==> config.mk <==
export PLATFORM = sky130hd
export DESIGN_NAME = key_protected_watchdog_timer_core
export DESIGN_NICKNAME = d
export VERILOG_FILES = /design/src/hdl/kpwdt_pkg.sv /design/src/hdl/kpwdt_engine.sv /design/src/hdl/key_protected_watchdog_timer_core.sv
export SDC_FILE = /design/constraint.sdc
export NUM_CORES = 1
export LEC_CHECK = 0
export BUFFER_PORTS_ARGS = -buffer_cell sky130_fd_sc_hd__buf_2
export CORE_UTILIZATION = 55
export DETAILED_ROUTE_END_ITERATION = 12
export PLACE_DENSITY_LB_ADDON = 0.15
export SLEW_MARGIN = 20
export SYNTH_ARGS = -nofsm -noshare
export SYNTH_HDL_FRONTEND = slang
export SYNTH_SLANG_ARGS = --single-unit
==> constraint.sdc <==
create_clock -name clk -period 4.3 [get_ports clk]
set_input_delay 0.86 -clock clk [delete_from_list [all_inputs] [get_ports clk]]
set_output_delay 0.86 -clock clk [all_outputs]
set_load 0.005 [all_outputs]
==> src/hdl/kpwdt_pkg.sv <==
// kpwdt_pkg: types, codes and constants for the key-protected watchdog timer.
// No dependencies; imported by kpwdt_engine and key_protected_watchdog_timer_core.
`timescale 1ns / 1ps

package kpwdt_pkg;

	localparam int COUNT_BITS    = 24;
	localparam int LOW_FILL_BITS = 12;
	localparam int RESTART_BITS  = 12;
	localparam int PRESCALE_BITS = 12;

	localparam logic [11:0] MODE_KEY    = 12'hABC;
	localparam logic [11:0] CTRL_KEY    = 12'h248;
	localparam logic [15:0] RESTART_KEY = 16'h1999;

	localparam logic [1:0] KIND_WRITE = 2'd0;
	localparam logic [1:0] KIND_READ  = 2'd1;
	localparam logic [1:0] KIND_TICK  = 2'd2;

	localparam logic [1:0] REG_MODE    = 2'd0;
	localparam logic [1:0] REG_CONTROL = 2'd1;
	localparam logic [1:0] REG_RESTART = 2'd2;
	localparam logic [1:0] REG_STATUS  = 2'd3;

	typedef struct packed {
		logic [1:0]  kind;
		logic [1:0]  reg_select;
		logic [31:0] write_data;
	} req_item_t;

	typedef struct packed {
		logic [31:0] read_data;
		logic        write_accepted;
		logic        key_error;
		logic        counter_zero;
		logic        reset_request;
	} rsp_item_t;

	// Prescaler terminal count: 8, 64, 512 or 4096. One bit wider than the count.
	function automatic logic [PRESCALE_BITS:0] prescale_limit(input logic [1:0] sel);
		logic [PRESCALE_BITS:0] lim;
		lim = '0;
		case (sel)
			2'd0:    lim[3]  = 1'b1;
			2'd1:    lim[6]  = 1'b1;
			2'd2:    lim[9]  = 1'b1;
			default: lim[12] = 1'b1;
		endcase
		return lim;
	endfunction

endpackage

==> src/hdl/kpwdt_engine.sv <==
// kpwdt_engine: watchdog register file, prescaler and down counter.
// Depends on kpwdt_pkg. Computes one item's result and next state per fire cycle.
`timescale 1ns / 1ps

module kpwdt_engine
	import kpwdt_pkg::*;
(
	input  logic      clk,
	input  logic      arst_n,
	input  logic      fire,
	input  req_item_t item,
	output rsp_item_t result
);

	localparam int RELOAD_W = RESTART_BITS + LOW_FILL_BITS;

	logic                     en_q, rst_en_q, irq_en_q;
	logic [1:0]               irq_len_q, psel_q;
	logic [RESTART_BITS-1:0]  restart_q;
	logic [PRESCALE_BITS-1:0] pcount_q;
	logic [COUNT_BITS-1:0]    dcount_q;
	logic                     zero_q;

	logic                     en_n, rst_en_n, irq_en_n;
	logic [1:0]               irq_len_n, psel_n;
	logic [RESTART_BITS-1:0]  restart_n;
	logic [PRESCALE_BITS-1:0] pcount_n, pcount_inc;
	logic [COUNT_BITS-1:0]    dcount_n;
	logic                     zero_n;

	logic [RELOAD_W+COUNT_BITS-1:0] reload_wide;
	logic [COUNT_BITS-1:0]          reload_val;

	// {restart, ones}, zero-padded then cut to the counter width
	assign reload_wide = {{COUNT_BITS{1'b0}}, restart_q, {LOW_FILL_BITS{1'b1}}};
	assign reload_val  = reload_wide[COUNT_BITS-1:0];
	assign pcount_inc  = pcount_q + 1'b1;

	always_comb begin
		en_n      = en_q;
		rst_en_n  = rst_en_q;
		irq_en_n  = irq_en_q;
		irq_len_n = irq_len_q;
		psel_n    = psel_q;
		restart_n = restart_q;
		pcount_n  = pcount_q;
		dcount_n  = dcount_q;
		zero_n    = zero_q;
		result    = '0;

		unique case (item.kind)
			KIND_WRITE: begin
				unique case (item.reg_select)
					REG_MODE: begin
						if (item.write_data[23:12] == MODE_KEY) begin
							en_n      = item.write_data[0];
							rst_en_n  = item.write_data[1];
							irq_en_n  = item.write_data[2];
							irq_len_n = item.write_data[8:7];
							result.write_accepted = 1'b1;
						end else begin
							result.key_error = 1'b1;
						end
					end
					REG_CONTROL: begin
						if (item.write_data[25:14] == CTRL_KEY) begin
							psel_n    = item.write_data[1:0];
							restart_n = item.write_data[13:2];
							result.write_accepted = 1'b1;
						end else begin
							result.key_error = 1'b1;
						end
					end
					REG_RESTART: begin
						if (item.write_data[15:0] == RESTART_KEY) begin
							dcount_n = reload_val;
							pcount_n = '0;
							zero_n   = 1'b0;
							result.write_accepted = 1'b1;
						end else begin
							result.key_error = 1'b1;
						end
					end
					default: ; // status is read-only
				endcase
			end
			KIND_READ: begin
				unique case (item.reg_select)
					REG_MODE:    result.read_data = {23'd0, irq_len_q, 4'd0,
						irq_en_q, rst_en_q, en_q};
					REG_CONTROL: result.read_data = {18'd0, restart_q, psel_q};
					REG_STATUS:  result.read_data = {31'd0, zero_q};
					default:     result.read_data = '0;
				endcase
			end
			KIND_TICK: begin
				if (en_q) begin
					if (pcount_inc == '0 ||
						{1'b0, pcount_inc} >= prescale_limit(psel_q)) begin
						pcount_n = '0;
						if (dcount_q != '0)
							dcount_n = dcount_q - 1'b1;
					end else begin
						pcount_n = pcount_inc;
					end
					if (dcount_n == '0)
						zero_n = 1'b1;
				end
			end
			default: ;
		endcase

		result.counter_zero  = zero_n;
		result.reset_request = (dcount_n == '0) && rst_en_n;
	end

	always_ff @(posedge clk or negedge arst_n) begin
		if (!arst_n) begin
			en_q      <= 1'b0;
			rst_en_q  <= 1'b0;
			irq_en_q  <= 1'b0;
			irq_len_q <= '0;
			psel_q    <= '0;
			restart_q <= '1;
			pcount_q  <= '0;
			dcount_q  <= '1;
			zero_q    <= 1'b0;
		end else if (fire) begin
			en_q      <= en_n;
			rst_en_q  <= rst_en_n;
			irq_en_q  <= irq_en_n;
			irq_len_q <= irq_len_n;
			psel_q    <= psel_n;
			restart_q <= restart_n;
			pcount_q  <= pcount_n;
			dcount_q  <= dcount_n;
			zero_q    <= zero_n;
		end
	end

endmodule

==> src/hdl/key_protected_watchdog_timer_core.sv <==
// key_protected_watchdog_timer_core: top level, input register and result register.
// Depends on kpwdt_pkg and kpwdt_engine.
`timescale 1ns / 1ps

// Key-protected watchdog timer. Each req transfer is a bus write, a bus read or one
// source clock tick; each produces exactly one rsp transfer, in order. Mode writes need
// key 0xABC in bits 23:12, control writes need 0x248 in bits 25:14, and a restart write
// needs 0x1999 in bits 15:0; a wrong key reports key_error and changes nothing. Enabled
// ticks run through a prescaler (divide by 8/64/512/4096) and count the 24-bit counter
// down; at zero it holds, counter_zero is set until the next restart, and reset_request
// follows if reset is enabled. Throughput is one transfer per cycle while rsp is not
// stalled: the item is registered, evaluated combinationally against the timer state,
// and its response is registered. A stalled rsp holds one item in the output register
// and one in the input register before req stalls.

module key_protected_watchdog_timer_core
	import kpwdt_pkg::*;
(
	input  logic      clk,
	input  logic      arst_n,
	input  logic      req_valid,
	output logic      req_stall,
	input  req_item_t req,
	output logic      rsp_valid,
	input  logic      rsp_stall,
	output rsp_item_t rsp
);

	logic      req_valid_s1;
	req_item_t req_s1;
	logic      rsp_valid_q;
	rsp_item_t rsp_q;
	rsp_item_t result;
	logic      out_free;
	logic      advance;

	// output register can take a new result this cycle
	assign out_free  = !rsp_valid_q || !rsp_stall;
	assign advance   = req_valid_s1 && out_free;
	assign req_stall = req_valid_s1 && !out_free;

	kpwdt_engine u_engine (
		.clk    (clk),
		.arst_n (arst_n),
		.fire   (advance),
		.item   (req_s1),
		.result (result)
	);

	// input register
	always_ff @(posedge clk or negedge arst_n) begin
		if (!arst_n) begin
			req_valid_s1 <= 1'b0;
		end else if (!req_stall) begin
			req_valid_s1 <= req_valid;
		end
	end

	always_ff @(posedge clk) begin
		if (req_valid && !req_stall)
			req_s1 <= req;
	end

	// result register
	always_ff @(posedge clk or negedge arst_n) begin
		if (!arst_n) begin
			rsp_valid_q <= 1'b0;
		end else if (out_free) begin
			rsp_valid_q <= req_valid_s1;
		end
	end

	always_ff @(posedge clk) begin
		if (advance)
			rsp_q <= result;
	end

	assign rsp_valid = rsp_valid_q;
	assign rsp       = rsp_q;

endmodule
-- After elaboration in Yosys (flattened, before gate mapping)
Index checks and enable logic that the tools add are counted.
- add/sub/neg operators: 2
- order comparisons: 1
- equal/unequal tests: 13
- mux-type cells: 41
- reductions and logical operators: 22
- operators by type and width (operator ; number):
    24-bit two-way mux ; 7
    24-bit zero test ; 2
    12-bit two-way mux ; 4
    24-bit case mux with 2 select lines ; 1
    14-bit case mux with 3 select lines ; 1
    1-bit two-way mux ; 25
    12-bit case mux with 2 select lines ; 1
    24-bit nonzero test ; 1
    24-bit by 1-bit subtractor with 24-bit output (second input constant) ; 1
    16-bit by 13-bit equality test with 1-bit output (second input constant) ; 1
    12-bit by 13-bit >= comparator with 1-bit output ; 1
    12-bit by 1-bit adder with 12-bit output (second input constant) ; 1
    12-bit by 10-bit equality test with 1-bit output (second input constant) ; 1
    12-bit equality test (second input constant) ; 1
    12-bit zero test ; 1
    2-bit equality test (second input constant) ; 4
    4-bit AND reduction ; 2
    2-bit by 1-bit equality test with 1-bit output (second input constant) ; 3
    2-bit zero test ; 3
    2-bit case mux with 3 select lines ; 1
    5-bit AND reduction ; 1
    1-bit logical AND ; 4
    1-bit zero test ; 4
    2-bit by 1-bit != test with 1-bit output (second input constant) ; 2
    5 further kinds ; 6
- bits in registers: 124
- input bits: 40
- output and inout bits: 38
- logic and storage cells: 98

-- Logic depth before layout (Yosys ltp)
- depth in word-level cells: 14
- gate-level depth with buffers: 16

-- By module
A second synthesis with hierarchy kept.
- cells, all modules: 626
- area total of the unflattened synthesis: 6698.9 um^2
- by module, submodules not included (module ; instances ; cells an instance ; area an instance (um^2) ; sequential area each (um^2)):
    kpwdt_engine ; 1 ; 546 ; 4444.3 ; 1446.4
    key_protected_watchdog_timer_core ; 1 ; 80 ; 2254.7 ; 2212.1

-- Worst setup path after synthesis
No wires, ideal clock.
- path type: register -> register
- start: register u_engine.pcount_q[0]
- end: register rsp_q, in the netlist rsp[0], data pin
- library setup time: 0.170 ns
- arrival time: 3.411 ns
- setup slack: 0.719 ns
- stages on the path, launching flop included: 16
- buffers on the path: 1
- cell sequence: dfrtp_1 ha_1 nand2_1 or3_1 nand2_1 ha_1 o41ai_1 a41oi_1 o311ai_0 and3b_1 buf_4 a21oi_1 o221a_2 a2111oi_4 o2111ai_1 nor4_2
- RTL lines (item ; line ; source):
    from (decl) ; kpwdt_engine.sv:20 ; logic [PRESCALE_BITS-1:0] pcount_q;
    from (signal assigned) ; kpwdt_engine.sv:135 ; pcount_q <= pcount_n;
    to (signal assigned) ; key_protected_watchdog_timer_core.sv:75 ; rsp_q <= result;
    to (decl) ; key_protected_watchdog_timer_core.sv:32 ; rsp_item_t rsp_q;

==> flow_summary.yaml <==
run_status:
  run_status: "complete, no violations"
sta:
  hold_viol_final: 0
  setup_viol: 0
  relSlewSlack_pct: 36.79
  fin_crit_sh_pct: 94.55
  tns_ns: 0
  worst_pin_slew_ns: 0.9481
  hold_ws_ns: 0.5112
  fmax_mhz: 246.0
  finClkSkew_ns: 0.01084
  rsz0062_at_grt: "no"
  timing.final.max_slew_violations: 0
  period_needed_ns: 4.066
  fin_ws_ns: 0.2342
clock_network:
  clk_latency_ns: 0.36
  cts.sinks: 106
  cts_tree: "built"
  htree_levels: 3
  cts.path.max_buffers: 2
  clk_pin_slew_ns: 0.08
  cts_hold_buf: 0
  numCtsBuffers: 9
  root_buffer: "clkbuf_16"
layout:
  final_common_cell: "nor2_1"
  nFillCells: 902
  instances_no_fill: 844
  drive_gt1_share_pct: 25.14
  num_antenna_cells: 0
  syn2layout_area_growth_pct: 11.88
  final_nets: 745
  final_cell_mix: "nor2_1 (56), nand2_1 (54), buf_2 (53)"
placement:
  place_congestion: 1.020
  pre_cts_ws_ns: 0.1633
  placedCellCount: 825
  hpwl_um: 13080
  io_buffer_count: 53
setup_path:
  crit_required_ns: 4.47
  reg2reg_depth: 16
  r2r_slack_ns: 0.23
  crit_path_start: "u_engine.pcount_q[0]"
  cp_cell_sequence: "ha_1 > nand2_1 > or3_1 > nand2_1 > ha_1 > o41ai_1 > a41oi_1 > o311ai_1 > buf_4 > and3b_1 > buf_12 > a21oi_1 > o32a_1 > nor4_2 > nand4_1 > o21ai_0"
  crit_family: "simple AND/OR/NAND/NOR gates"
  critical_path_buf_inv_count: 2
  path_class: "flip-flop to flip-flop"
  cpPeakStageDelay_ns: 0.48
  endpoint_kind: "flip-flop"
  crit_fanout: 29
  startpoint_type: "flip-flop"
  rr_startpoint: "u_engine.pcount_q[0]"
  arrival_ns: 4.24
  endpoint: "rsp[1]"
  worstReg2RegEnd: "rsp[1]"
  worstSetupPathDepth: 16
  crit_slowest_cell: "dfrtp_1"
synthesis:
  synth_seq_cells: 106
  dominantRegCellSynth: "edfxtp_1"
  async_flop_share_pct: 54.72
  netlist_area_mm2: 0.006352
  synthDistinctLibCells: 80
  synth_warnings: 0
  seq_area_frac_synth_pct: 46.25
  yosysTopAreaCell: "edfxtp_1"
  synth_top_area_share_pct: 22.69
  syn_avg_cell_area_um2: 9.803
  synthTopCellsByArea: "edfxtp_1 (23%), dfstp_2 (15%), dfrtp_1 (8.7%)"
  syn_inst: 648
  synth_edf_count: 48
route:
  drt_first_iter_violations: 519
  drtAntennaViolNets: 0
  vias_per_cell: 6.629
  first_pass_iters: 7
  wl_per_cell_um: 21.34
  drc_errors: 0
  totalWireLength_um: 18010
  vias: 5595
power:
  power.leakage_nw: 2.736
  p_per_area_mw_per_mm2: 305.9
  peakVddDrop_uv: 308.3
  power_mw: 2.174
floorplan:
  fp.coreArea_mm2: 0.01103
  rows: 38
  die_y_um: 109.5
  boundaryPins: 78
  die_w_um: 109.5
  die-area_mm2: 0.01198
  start_util_pct: 57.59
global_routing:
  grt_usage_pct: 31.71
  grt_antenna_before_repair: 0
  grt_pass1_vias: 5240
  grt_max_degree: 43
  grt_overflow: 0
  grt_pass1_wl_um: 28000
job:
  max_cap_viol_count: 0
min_path:
  hold_path.class: "flip-flop to flip-flop"
==> worst min-delay path by stage <==
| stage | from | endpoint | depth (start not counted) |
|---|---|---|---|
| floorplan | req_valid_s1 | rsp_valid | 1 |
| global placement | req_valid_s1 | rsp_valid | 1 |
| detailed placement | req_valid_s1 | rsp_valid | 1 |
| CTS | u_engine.irq_en_q | u_engine.irq_en_q | 1 |
| global route | u_engine.irq_en_q | u_engine.irq_en_q | 1 |
| finish | u_engine.irq_en_q | u_engine.irq_en_q | 1 |
==> timing repair <==
action,in CTS,in global routing
resized for setup,0,4
buffers inserted,0,3
endpoints found under the setup margin,0,3
==> worst register-to-register path, stage by stage (launching register included) <==
cell	delay [ns]
dfrtp_1	0.48
ha_1	0.26
nand2_1	0.11
or3_1	0.39
nand2_1	0.10
ha_1	0.24
o41ai_1	0.07
a41oi_1	0.09
o311ai_1	0.34
buf_4	0.18
and3b_1	0.23
buf_12	0.20
a21oi_1	0.07
o32a_1	0.30
nor4_2	0.45
nand4_1	0.22
o21ai_0	0.16
==> synthesized netlist by cell type, types with 15 or more instances <==
master,instances
buf_4,19
nand4_1,16
edfxtp_1,48
nor2_1,56
nor3_1,16
clkbuf_1,26
a21oi_1,28
o21ai_0,50
nand3_1,20
nand2_1,54
nor4_1,15
dfstp_2,36
mux2_2,20
dfrtp_1,22
==> flip-flops by register name (all words and copies together) (netlist names) <==
name	count
u_engine.dcount_q	24
rsp	18
u_engine.pcount_q	12
u_engine.restart_q	12
u_engine.en_q	1
u_engine.rst_en_q	1
u_engine.irq_en_q	1
req_s1	30
u_engine.zero_q	1
req_valid_s1	1
rsp_valid	1
u_engine.irq_len_q	2
u_engine.psel_q	2
==> layer usage <==
metal	vias up	routed length [um]	track usage (%)
met2	283	8571	52.02
li1	2531	-	-
met1	2745	7550	42.24
met3	36	1488	6.520
met5	-	0	0
met4	0	402	10.00
==> stage by stage <==
step	instance area, um2	utilization, %
after floorplan	6416	-
after detailed placement	6748	61.17
final	7107	64.43
after CTS	7064	64.04
after global routing	7107	64.43
after global placement	6748	61.17
==> layout make-up <==
type	instances	area, um2	area share [%]
Clock inverter	7	91.34	1.285
Timing Repair Buffer	82	508.0	7.148
Tap cell	140	175.2	2.465
Sequential cell	106	2938	41.34
Multi-Input combinational cell	486	3117	43.86
Inverter	14	52.55	0.7394
Clock buffer	9	225.2	3.169
==> logic make-up after synthesis <==
family                     share of synthesized area [%]
and+or+nand+nor                                    22.38
AOI/OAI and AO/OA                                  18.42
DFF                                                46.25
buffers and inverters                              5.909
muxes                                              4.983
adders and majority gates                          1.182
xor gates and xnor gates                          0.8273
other                                            0.05903
==> power by group <==
group,internal (mW),switching [mW],total (mW)
logic,0.0749,0.109,0.184
registers,1.11,0.0345,1.14
clock network,0.421,0.425,0.846
Note: power is estimated with default switching activity, not from simulation.
